File: src/sampled_pi_deadband_antiwindup_macros.svh
// Assertion macros for the sampled PI regulator.
// Included by the top level; needs a clock and an active-low reset name.
`ifndef SAMPLED_PI_DEADBAND_ANTIWINDUP_MACROS_SVH
`define SAMPLED_PI_DEADBAND_ANTIWINDUP_MACROS_SVH

// Condition must hold at every edge outside reset.
`define SPDA_ASSERT_ALWAYS(name, clk, rst_n, cond) \
    name: assert property (@(posedge clk) disable iff (!rst_n) (cond)) \
        else $error("spda: invariant violated");

// When the trigger holds, the check must hold in the next cycle.
`define SPDA_ASSERT_NEXT(name, clk, rst_n, trig, check) \
    name: assert property (@(posedge clk) disable iff (!rst_n) (trig) |=> (check)) \
        else $error("spda: next-cycle check failed");

`endif

File: src/spda_pkg.sv
// Shared constants, codes and types for the sampled PI regulator.
// Used by spda_div and sampled_pi_deadband_antiwindup; no dependencies.
`default_nettype none

package spda_pkg;

    localparam int MAX_GENERATORS = 8;
    localparam int LEVEL_HIGH     = 16384;
    localparam int LEVEL_LOW      = -16384;
    localparam int PCT_SCALE      = 100;
    localparam int MASK_W         = 8;
    localparam int FRAC_W         = 14;

    localparam int DIV_NUM_W = 32 + FRAC_W;
    localparam int DIV_DEN_W = 31;
    localparam int DIV_CNT_W = $clog2(DIV_NUM_W);

    localparam logic signed [15:0] LVL_HI = 16'(LEVEL_HIGH);
    localparam logic signed [15:0] LVL_LO = 16'(LEVEL_LOW);

    localparam logic OP_TICK = 1'b0;
    localparam logic OP_INIT = 1'b1;

    localparam logic [2:0] CFG_REF     = 3'd0;
    localparam logic [2:0] CFG_DB      = 3'd1;
    localparam logic [2:0] CFG_KI      = 3'd2;
    localparam logic [2:0] CFG_KP      = 3'd3;
    localparam logic [2:0] CFG_PERIOD  = 3'd4;
    localparam logic [2:0] CFG_NGEN    = 3'd5;
    localparam logic [2:0] CFG_QR      = 3'd6;

    localparam logic [1:0] FEV_NONE    = 2'd0;
    localparam logic [1:0] FEV_FROZE   = 2'd1;
    localparam logic [1:0] FEV_UNFROZE = 2'd2;

    typedef enum logic [2:0] {
        ST_IDLE,
        ST_DIV,
        ST_MUL_I,
        ST_MUL_P,
        ST_UPDATE,
        ST_PCT,
        ST_DONE
    } t_state;

    typedef struct packed {
        logic                 start;
        logic [DIV_NUM_W-1:0] dividend;
        logic [DIV_DEN_W-1:0] divisor;
    } t_div_req;

    typedef struct packed {
        logic                 done;
        logic [DIV_NUM_W-1:0] quotient;
    } t_div_rsp;

endpackage

`default_nettype wire

File: src/sampled_pi_deadband_antiwindup.sv
// Sampled PI voltage regulator with deadband and back-calculation anti-windup.
// A tick item that completes a sample period runs one controller step through
// a single shared 32x17 multiplier (integral term, then proportional term,
// then clamp and integrator correction); a tick that only counts, freezes or
// sits inside the deadband skips the multiplier and goes straight to ST_DONE.
// An init item divides stator_sum * 16384 by qr_sum in the bit-serial divider,
// one quotient bit per cycle over 46 bits; with qr_sum zero the divider is
// skipped and the level takes the limit by sign. One item is in work at a time;
// a finished result waits in the output register while the next item is taken.
// Depends on spda_pkg, spda_div and the assertion macro header.
`default_nettype none
`include "sampled_pi_deadband_antiwindup_macros.svh"

module sampled_pi_deadband_antiwindup
    import spda_pkg::*;
(
    input  wire logic        i_clk,
    input  wire logic        i_rst_n,
    // config write channel
    input  wire logic        i_cfg_valid,
    output logic             o_cfg_ready,
    input  wire logic [2:0]  i_cfg_index,
    input  wire logic [31:0] i_cfg_data,
    // input items
    input  wire logic        s_axis_tvalid,
    output logic             s_axis_tready,
    // [15:0] voltage, [23:16] blocker_mask, [55:24] stator_sum
    input  wire logic [55:0] s_axis_tdata,
    // [0] op
    input  wire logic [0:0]  s_axis_tuser,
    // result items
    output logic             m_axis_tvalid,
    input  wire logic        m_axis_tready,
    // [15:0] level, [16] activated, [17] level_step, [19:18] freeze_event, [23:20] zero
    output logic [23:0]      m_axis_tdata
);

    // configuration
    logic [15:0]        r_ref_voltage, n_ref_voltage;
    logic [15:0]        r_deadband, n_deadband;
    logic [31:0]        r_gain_i, n_gain_i;
    logic [31:0]        r_gain_p, n_gain_p;
    logic [15:0]        r_sample_period, n_sample_period;
    logic [3:0]         r_active_gen, n_active_gen;
    logic [30:0]        r_qr_sum, n_qr_sum;

    // controller state
    t_state             r_state, n_state;
    logic signed [31:0] r_integrator, n_integrator;
    logic signed [15:0] r_level, n_level;
    logic [15:0]        r_period_count, n_period_count;
    logic               r_frozen, n_frozen;
    logic               r_out_valid, n_out_valid;

    // per-item working registers
    logic signed [16:0] r_err, n_err;
    logic signed [48:0] r_prod, n_prod;
    logic signed [31:0] r_itmp, n_itmp;
    logic signed [15:0] r_old_level, n_old_level;
    logic               r_neg, n_neg;
    logic               r_activated, n_activated;
    logic               r_step, n_step;
    logic [1:0]         r_fev, n_fev;
    logic [23:0]        r_out_data, n_out_data;

    // input fields
    logic               w_in_op;
    logic [15:0]        w_in_volt;
    logic [MASK_W-1:0]  w_in_mask;
    logic [31:0]        w_in_stator;
    logic               w_accept;

    logic signed [16:0] w_err;
    logic signed [17:0] w_band_lo;
    logic               w_outside;
    logic [5:0]         w_n_gen;
    logic               w_blocked;
    logic               w_due;

    logic [31:0]        w_mag;
    t_div_req           w_div_req;
    t_div_rsp           w_div_rsp;
    logic signed [15:0] w_div_level;

    logic [31:0]        w_mul_gain;
    logic signed [48:0] w_mul;
    logic signed [49:0] w_prod_rnd;
    logic signed [33:0] w_term;
    logic signed [34:0] w_isum;
    logic signed [34:0] w_raw;
    logic signed [15:0] w_lv;
    logic signed [35:0] w_corr;

    function automatic logic signed [31:0] f_sat32(input logic signed [35:0] v);
        logic signed [35:0] hi;
        logic signed [35:0] lo;
        hi = 36'sd2147483647;
        lo = -36'sd2147483648;
        if (v > hi) begin
            return 32'sh7FFFFFFF;
        end else if (v < lo) begin
            return 32'sh80000000;
        end
        return 32'(v);
    endfunction

    function automatic logic signed [15:0] f_clamp(input logic signed [34:0] v);
        if (v > 35'(LVL_HI)) begin
            return LVL_HI;
        end else if (v < 35'(LVL_LO)) begin
            return LVL_LO;
        end
        return 16'(v);
    endfunction

    // level * 100 / 16384, truncated toward zero
    function automatic logic signed [8:0] f_pct(input logic signed [15:0] lv);
        logic signed [23:0] x;
        x = 24'(lv) * 24'(PCT_SCALE);
        if (x < 0) begin
            x = x + 24'sd16383;
        end
        return 9'(x >>> FRAC_W);
    endfunction

    assign w_in_op     = s_axis_tuser[0];
    assign w_in_volt   = s_axis_tdata[15:0];
    assign w_in_mask   = s_axis_tdata[23:16];
    assign w_in_stator = s_axis_tdata[55:24];

    assign o_cfg_ready   = 1'b1;
    assign s_axis_tready = (r_state == ST_IDLE);
    assign w_accept      = s_axis_tvalid && s_axis_tready;
    assign m_axis_tvalid = r_out_valid;
    assign m_axis_tdata  = r_out_data;

    // sample decision terms
    assign w_err     = $signed({1'b0, r_ref_voltage}) - $signed({1'b0, w_in_volt});
    assign w_band_lo = $signed({2'b00, r_ref_voltage}) - $signed({2'b00, r_deadband});
    assign w_outside = ($signed({2'b00, w_in_volt}) < w_band_lo)
                    || ({1'b0, w_in_volt} > ({1'b0, r_ref_voltage} + {1'b0, r_deadband}));
    assign w_due     = ({1'b0, r_period_count} + 17'd1) >= {1'b0, r_sample_period};
    assign w_n_gen   = ({2'b00, r_active_gen} > 6'(MAX_GENERATORS))
                     ? 6'(MAX_GENERATORS) : {2'b00, r_active_gen};

    always_comb begin
        w_blocked = 1'b1;
        for (int i = 0; i < MASK_W; i++) begin
            if ((6'(i) < w_n_gen) && !w_in_mask[i]) begin
                w_blocked = 1'b0;
            end
        end
        // generators beyond the mask count as unblocked
        if (w_n_gen > 6'(MASK_W)) begin
            w_blocked = 1'b0;
        end
    end

    // init divide: |stator| * 2^14 / qr_sum
    assign w_mag              = w_in_stator[31] ? (~w_in_stator + 32'd1) : w_in_stator;
    assign w_div_req.start    = w_accept && (w_in_op == OP_INIT) && (r_qr_sum != '0);
    assign w_div_req.dividend = {w_mag, {FRAC_W{1'b0}}};
    assign w_div_req.divisor  = r_qr_sum;

    spda_div u_div (
        .i_clk   (i_clk),
        .i_rst_n (i_rst_n),
        .i_req   (w_div_req),
        .o_rsp   (w_div_rsp)
    );

    always_comb begin
        if (r_neg) begin
            if (w_div_rsp.quotient > DIV_NUM_W'(-LEVEL_LOW)) begin
                w_div_level = LVL_LO;
            end else begin
                w_div_level = 16'd0 - w_div_rsp.quotient[15:0];
            end
        end else begin
            if (w_div_rsp.quotient > DIV_NUM_W'(LEVEL_HIGH)) begin
                w_div_level = LVL_HI;
            end else begin
                w_div_level = w_div_rsp.quotient[15:0];
            end
        end
    end

    // shared multiplier: integral gain first, proportional gain next
    assign w_mul_gain = (r_state == ST_MUL_I) ? r_gain_i : r_gain_p;
    assign w_mul      = 49'($signed(w_mul_gain)) * 49'(r_err);

    // round half up into Q.14
    assign w_prod_rnd = 50'(r_prod) + 50'sd32768;
    assign w_term     = w_prod_rnd[49:16];
    assign w_isum     = 35'(r_integrator) + 35'(w_term);
    assign w_raw      = 35'(r_itmp) + 35'(w_term);
    assign w_lv       = f_clamp(w_raw);
    assign w_corr     = 36'(r_itmp) + 36'(w_lv) - 36'(w_raw);

    always_comb begin
        n_ref_voltage   = r_ref_voltage;
        n_deadband      = r_deadband;
        n_gain_i        = r_gain_i;
        n_gain_p        = r_gain_p;
        n_sample_period = r_sample_period;
        n_active_gen    = r_active_gen;
        n_qr_sum        = r_qr_sum;

        n_state         = r_state;
        n_integrator    = r_integrator;
        n_level         = r_level;
        n_period_count  = r_period_count;
        n_frozen        = r_frozen;
        n_out_valid     = r_out_valid && !m_axis_tready;

        n_err           = r_err;
        n_prod          = r_prod;
        n_itmp          = r_itmp;
        n_old_level     = r_old_level;
        n_neg           = r_neg;
        n_activated     = r_activated;
        n_step          = r_step;
        n_fev           = r_fev;
        n_out_data      = r_out_data;

        if (i_cfg_valid) begin
            case (i_cfg_index)
                CFG_REF:    n_ref_voltage   = i_cfg_data[15:0];
                CFG_DB:     n_deadband      = i_cfg_data[15:0];
                CFG_KI:     n_gain_i        = i_cfg_data;
                CFG_KP:     n_gain_p        = i_cfg_data;
                CFG_PERIOD: n_sample_period = i_cfg_data[15:0];
                CFG_NGEN:   n_active_gen    = i_cfg_data[3:0];
                CFG_QR:     n_qr_sum        = i_cfg_data[30:0];
                default: begin
                end
            endcase
        end

        case (r_state)
            ST_IDLE: begin
                if (w_accept) begin
                    n_activated = 1'b0;
                    n_step      = 1'b0;
                    n_fev       = FEV_NONE;
                    n_neg       = w_in_stator[31];
                    n_state     = ST_DONE;
                    if (w_in_op == OP_INIT) begin
                        if (r_qr_sum != '0) begin
                            n_state = ST_DIV;
                        end else begin
                            // zero divisor: take the limit by sign
                            if (w_in_stator[31]) begin
                                n_level = LVL_LO;
                            end else if (w_in_stator != '0) begin
                                n_level = LVL_HI;
                            end else begin
                                n_level = '0;
                            end
                            n_integrator = 32'(n_level);
                        end
                    end else if (w_due) begin
                        n_period_count = '0;
                        n_activated    = 1'b1;
                        n_frozen       = w_blocked;
                        if (w_blocked && !r_frozen) begin
                            n_fev = FEV_FROZE;
                        end else if (!w_blocked && r_frozen) begin
                            n_fev = FEV_UNFROZE;
                        end
                        if (!w_blocked && w_outside) begin
                            n_err       = w_err;
                            n_old_level = r_level;
                            n_state     = ST_MUL_I;
                        end
                    end else begin
                        n_period_count = r_period_count + 16'd1;
                    end
                end
            end
            ST_DIV: begin
                if (w_div_rsp.done) begin
                    n_level      = w_div_level;
                    n_integrator = 32'(w_div_level);
                    n_state      = ST_DONE;
                end
            end
            ST_MUL_I: begin
                n_prod  = w_mul;
                n_state = ST_MUL_P;
            end
            ST_MUL_P: begin
                n_prod  = w_mul;
                n_itmp  = f_sat32(36'(w_isum));
                n_state = ST_UPDATE;
            end
            ST_UPDATE: begin
                // clamp and pull the integrator back by the clamped amount
                n_level      = w_lv;
                n_integrator = f_sat32(w_corr);
                n_state      = ST_PCT;
            end
            ST_PCT: begin
                n_step  = f_pct(r_old_level) != f_pct(r_level);
                n_state = ST_DONE;
            end
            ST_DONE: begin
                if (!r_out_valid || m_axis_tready) begin
                    n_out_valid = 1'b1;
                    n_out_data  = {4'b0000, r_fev, r_step, r_activated, r_level};
                    n_state     = ST_IDLE;
                end
            end
            default: begin
                n_state = ST_IDLE;
            end
        endcase
    end

    always_ff @(posedge i_clk) begin
        if (!i_rst_n) begin
            r_ref_voltage   <= 16'd16384;
            r_deadband      <= '0;
            r_gain_i        <= '0;
            r_gain_p        <= '0;
            r_sample_period <= 16'd10;
            r_active_gen    <= '0;
            r_qr_sum        <= 31'd1;
            r_state         <= ST_IDLE;
            r_integrator    <= '0;
            r_level         <= '0;
            r_period_count  <= '0;
            r_frozen        <= 1'b0;
            r_out_valid     <= 1'b0;
        end else begin
            r_ref_voltage   <= n_ref_voltage;
            r_deadband      <= n_deadband;
            r_gain_i        <= n_gain_i;
            r_gain_p        <= n_gain_p;
            r_sample_period <= n_sample_period;
            r_active_gen    <= n_active_gen;
            r_qr_sum        <= n_qr_sum;
            r_state         <= n_state;
            r_integrator    <= n_integrator;
            r_level         <= n_level;
            r_period_count  <= n_period_count;
            r_frozen        <= n_frozen;
            r_out_valid     <= n_out_valid;
        end
    end

    always_ff @(posedge i_clk) begin
        r_err       <= n_err;
        r_prod      <= n_prod;
        r_itmp      <= n_itmp;
        r_old_level <= n_old_level;
        r_neg       <= n_neg;
        r_activated <= n_activated;
        r_step      <= n_step;
        r_fev       <= n_fev;
        r_out_data  <= n_out_data;
    end

    `SPDA_ASSERT_ALWAYS(a_level_range, i_clk, i_rst_n, (r_level <= LVL_HI) && (r_level >= LVL_LO))
    `SPDA_ASSERT_NEXT(a_sample_clears_count, i_clk, i_rst_n, w_accept && (w_in_op == OP_TICK) && w_due, r_period_count == '0)
    `SPDA_ASSERT_NEXT(a_frozen_holds_level, i_clk, i_rst_n, w_accept && (w_in_op == OP_TICK) && w_due && w_blocked, $stable(r_level))
    `SPDA_ASSERT_NEXT(a_init_sets_integrator, i_clk, i_rst_n, (r_state == ST_DIV) && w_div_rsp.done, r_integrator == 32'(r_level))

endmodule

`default_nettype wire

File: src/spda_div.sv
// Restoring unsigned divider, one quotient bit per cycle.
// Depends on spda_pkg for widths and the request/response types.
`default_nettype none

module spda_div
    import spda_pkg::*;
(
    input  wire logic     i_clk,
    input  wire logic     i_rst_n,
    input  wire t_div_req i_req,
    output t_div_rsp      o_rsp
);

    logic                 r_busy, n_busy;
    logic                 r_done, n_done;
    logic [DIV_CNT_W-1:0] r_cnt, n_cnt;
    logic [DIV_DEN_W-1:0] r_rem, n_rem;
    logic [DIV_NUM_W-1:0] r_quo, n_quo;
    logic [DIV_DEN_W-1:0] r_den, n_den;

    logic [DIV_DEN_W:0]   w_trial;
    logic [DIV_DEN_W:0]   w_diff;
    logic                 w_ge;

    assign w_trial = {r_rem, r_quo[DIV_NUM_W-1]};
    assign w_ge    = w_trial >= {1'b0, r_den};
    assign w_diff  = w_trial - {1'b0, r_den};

    always_comb begin
        n_busy = r_busy;
        n_done = 1'b0;
        n_cnt  = r_cnt;
        n_rem  = r_rem;
        n_quo  = r_quo;
        n_den  = r_den;
        if (i_req.start) begin
            n_busy = 1'b1;
            n_cnt  = DIV_CNT_W'(DIV_NUM_W - 1);
            n_rem  = '0;
            n_quo  = i_req.dividend;
            n_den  = i_req.divisor;
        end else if (r_busy) begin
            // shift the dividend out of the top while quotient bits enter below
            n_rem = w_ge ? w_diff[DIV_DEN_W-1:0] : w_trial[DIV_DEN_W-1:0];
            n_quo = {r_quo[DIV_NUM_W-2:0], w_ge};
            if (r_cnt == '0) begin
                n_busy = 1'b0;
                n_done = 1'b1;
            end else begin
                n_cnt = r_cnt - 1'b1;
            end
        end
    end

    always_ff @(posedge i_clk) begin
        if (!i_rst_n) begin
            r_busy <= 1'b0;
            r_done <= 1'b0;
        end else begin
            r_busy <= n_busy;
            r_done <= n_done;
        end
    end

    always_ff @(posedge i_clk) begin
        r_cnt <= n_cnt;
        r_rem <= n_rem;
        r_quo <= n_quo;
        r_den <= n_den;
    end

    assign o_rsp.done     = r_done;
    assign o_rsp.quotient = r_quo;

endmodule

`default_nettype wire

File: config.mk
export PLATFORM = sky130hd
export DESIGN_NAME = sampled_pi_deadband_antiwindup
export DESIGN_NICKNAME = d
export VERILOG_FILES = /design/src/spda_pkg.sv /design/src/sampled_pi_deadband_antiwindup.sv /design/src/spda_div.sv
export VERILOG_INCLUDE_DIRS = /design/src /design/src/src
export SDC_FILE = /design/constraint.sdc
export NUM_CORES = 2
export LEC_CHECK = 0
export BUFFER_PORTS_ARGS = -buffer_cell sky130_fd_sc_hd__clkbuf_2
export CORE_ASPECT_RATIO = 1.75
export CORE_MARGIN = 3
export CORE_UTILIZATION = 54
export CTS_CLUSTER_SIZE = 16
export DETAILED_ROUTE_END_ITERATION = 8
export MAX_ROUTING_LAYER = met4
export PLACE_DENSITY = 0.69
export RECOVER_POWER = 50
export SETUP_SLACK_MARGIN = 0.4
export SKIP_LAST_GASP = 1
export SLEW_MARGIN = 20
export SYNTH_ARGS = -nofsm -noshare
export SYNTH_HDL_FRONTEND = slang
export SYNTH_SLANG_ARGS = --single-unit
File: constraint.sdc
create_clock -name i_clk -period 10.9 [get_ports i_clk]
set_input_delay 0 -clock i_clk [delete_from_list [all_inputs] [get_ports i_clk]]
set_output_delay 0 -clock i_clk [all_outputs]
set_load 0.02 [all_outputs]
==> run metrics <==
netlist area before placement 52190 um2; WL/cell 20.40 um; post-route core utilization 0.5891; layout overhead on the synthesized area 8.044%; area occupied by multi-input gates 37120 um2; count of final setup violators 0; register area 11000 um2; FMAX 0.1015 GHz; violations in the final reports max-capacitance violations, max-slew violations; CP startpoint kind register; # DRC 0; Net Sw Frac 0.4279; fin crit period 9.856 ns; number of buffers added on ports 118; required time at the worst-slack endpoint 11.40 ns; all-layer global routing usage 0.3116; number of antenna violations at the first check in global routing 5; sequential share of power 0.271; number of sinks driven by the clock tree 456; headroom to the max-slew limit -2.213; number of buffers on the longest clock path 3; accumulated negative setup slack 0 ns; highest net fanout along the worst path 16; Gate Count Post-Synth 5996; Syn. warnings 0; number of global-route vias before repair 45420; initial detailed-routing violation count 2432; clock tree from TritonCTS built; DIE AREA 100600 um2; beginning of the critical path r_prod[18]; Final Max Tran Viols 410; Peak VDD IR 135.2 uV; endpoint class of the critical path register; CTS clock-pin slew for the worst setup and hold paths 0.06 ns; type of the tightest min-delay check input pin to register; Die W 241.0 um; slew at the pin with the worst max-slew slack 4.820 ns; total clock buffers created by CTS 47; share of power burned in the clock network 0.215; count of boundary I/O pins 124; core box area 95720 um2; min-delay src s_axis_tdata[13]; cell at the slowest stage of the critical path sky130_fd_sc_hd__or4_4; Unique masters post-synth 97; crit path DAT 10.36 ns; delay of the slowest cell on the worst path 0.55 ns; CTS H-tree depth 2; die span in y 417.2 um; power per cell area 144.3 nW/um2; Layout Nets 7209; clock root buffer master sky130_fd_sc_hd__clkbuf_16; portion of the post-synthesis area used by sequential elements 0.2108; Vias/cell 5.838; switching power of the nets 3.481 mW; FF+latch count, synth 456; wire length of the first global-routing pass 239000 um; share of the clock period used by the worst path after layout 0.9042; leading cell types in the layout, fill and taps excluded sky130_fd_sc_hd__inv_1 (853), sky130_fd_sc_hd__nand2_1 (820), sky130_fd_sc_hd__fa_1 (588), sky130_fd_sc_hd__ha_1 (454), sky130_fd_sc_hd__a21oi_1 (407); Final Routed Wirelength 149500 um; detailed-placement wirelength estimate 117800 um; dominant synthesized flop cell sky130_fd_sc_hd__dfxtp_1; largest net degree at the start of global routing 105; vias post-DR 42790; setup repair after global routing missed its margin no; leakage power figure 25.66 nW; most common cell after layout, fill and taps aside sky130_fd_sc_hd__inv_1; internal power of the cells 4.655 mW; Congestion Overflow GR 0; clock network latency to the later pin of the worst-skew pair 0.62 ns; syn_area_per_cell 8.703 um2; total power consumption of the routed design 8.136 mW; floorplan row count 150; combinational fraction of design power 0.514; share of async-settable or async-resettable flops after synthesis 0; final count of hold timing violations 0; total iterations of the first detailed-routing run 7; number of flops mapped to enable cells by yosys 187; share of final-layout standard cells stronger than drive strength 1 0.05763; outcome finished, violations left; Clock Skews 0.04803 ns; max-cap violation count 10; initial standard-cell utilization of the core 0.5452; critical path class register to register; fill cell total of the finished layout 8543; origin of the critical flop-to-flop path r_prod[18]; antenna-violating nets left 0; weighted congestion at the end of routability-driven global placement 0.9348
critical path, delay by kind of cell (launching register included):
family          cells  cell delay (ns)
compound gates     16             3.76
xor+xnor            2             0.52
fa+ha+maj           3             1.16
buf+inv             2             0.26
flops               1             0.41
simple gates       16             3.65
sequential cells by signal (all words and copies together), names as in the netlist, 17 cells and up:
name          flops
r_itmp           32
u_div.r_quo      46
r_qr_sum         31
r_gain_i         32
r_gain_p         32
u_div.r_den      31
r_err            17
r_prod           34
r_integrator     32
u_div.r_rem      31
m_axis_tdata     20
timing repair:
item                                    4_1_cts  5_1_grt
endpoints found under the setup margin        0       31
hold buffers                                 95        0
gates resized for setup                       0       10
hold endpoints to repair                    210        0
setup buffers                                 0        3
worst paths after layout:
check	slack, ns	end	depth (start not counted)
worst min register to register	0.43	m_axis_tdata[18]	0
worst max-delay path	1.04	r_integrator[23]	39
worst min-delay path	0.04	r_err[13]	5
worst max register to register	1.04	r_integrator[23]	39
stage by stage:
| stage | worst slack (ns) | instances | cell area [um2] | hold WS [ns] |
|---|---|---|---|---|
| final | 1.044 | 7329 | 56380 | 0.04256 |
| after global routing | 0.4513 | 7328 | 56380 | 0.09203 |
| after CTS | 0.7104 | 7321 | 56370 | 0.01409 |
| after detailed placement | 0.7385 | 7139 | 53770 | 0.2662 |
| after global placement | 0.8880 | 7139 | 53770 | 0.2411 |
| after floorplan | 2.511 | 5999 | 52200 | 0.09887 |
routing by layer:
layer  vias up  share of wire  GRT usage
met5         -              0          -
met4         0          0.081     0.2062
met3       565          0.040    0.03126
met2      1229           0.54     0.5777
met1     21010           0.34     0.3029
li1      19980              -          -
synth_stat cells (29+ instances only):
cell type	n	area, um2
sky130_fd_sc_hd__a211oi_1	38	285.3
sky130_fd_sc_hd__a21o_1	99	743.2
sky130_fd_sc_hd__a21oi_1	411	2057
sky130_fd_sc_hd__a31oi_1	41	256.5
sky130_fd_sc_hd__and2_1	214	1339
sky130_fd_sc_hd__and3_1	30	187.7
sky130_fd_sc_hd__clkbuf_1	223	837.1
sky130_fd_sc_hd__dfxtp_1	269	5385
sky130_fd_sc_hd__edfxtp_1	187	5615
sky130_fd_sc_hd__fa_1	588	11770
sky130_fd_sc_hd__ha_1	454	5680
sky130_fd_sc_hd__inv_1	855	3209
sky130_fd_sc_hd__mux2_2	35	394.1
sky130_fd_sc_hd__mux2i_1	33	330.3
sky130_fd_sc_hd__nand2_1	821	3082
sky130_fd_sc_hd__nand2b_1	57	356.6
sky130_fd_sc_hd__nand3_1	135	675.7
sky130_fd_sc_hd__nand4_1	44	275.3
sky130_fd_sc_hd__nor2_1	233	874.6
sky130_fd_sc_hd__nor2b_1	76	475.5
sky130_fd_sc_hd__nor3_1	71	355.3
sky130_fd_sc_hd__nor4_1	30	187.7
sky130_fd_sc_hd__o211ai_1	37	277.8
sky130_fd_sc_hd__o21a_1	59	442.9
sky130_fd_sc_hd__o21ai_0	265	1326
sky130_fd_sc_hd__o31ai_1	29	217.7
sky130_fd_sc_hd__or2_2	41	256.5
sky130_fd_sc_hd__or3_1	39	244.0
sky130_fd_sc_hd__xnor2_1	172	1506
sky130_fd_sc_hd__xor2_1	125	1095
area by class of cell:
class                      count  share of cell area
multi-input combinational   4446              0.6583
sequential                   456              0.1952
inverter                     855             0.05694
timing repair buffer         264             0.03318
tap                         1216             0.02698
clock buffer                  65             0.02501
clock inverter                22            0.004172
antenna                        5           0.0002219
power by group through the flow:
stage	registers (mW)	logic, mW	clock network (mW)
2_1_floorplan	2.15	3.08	0
3_3_place_gp	2.24	4.03	0
3_5_place_dp	2.24	4.08	0
4_1_cts	2.20	4.14	1.78
5_1_grt	2.23	4.66	1.83
6_report	2.21	4.18	1.75
cells by family after synthesis:
logic type,count (synthesis),share of synthesized area
flip-flops,456,0.2108
AND/OR/NAND/NOR,1865,0.1709
buffers and inverters,1097,0.07984
AO/OA/AOI/OAI,1167,0.1394
XOR/XNOR,297,0.04985
multiplexers,70,0.01458
adder cells (fa/ha/maj),1042,0.3344
other,2,0.0001439
Power figures use the tool's default switching activity.
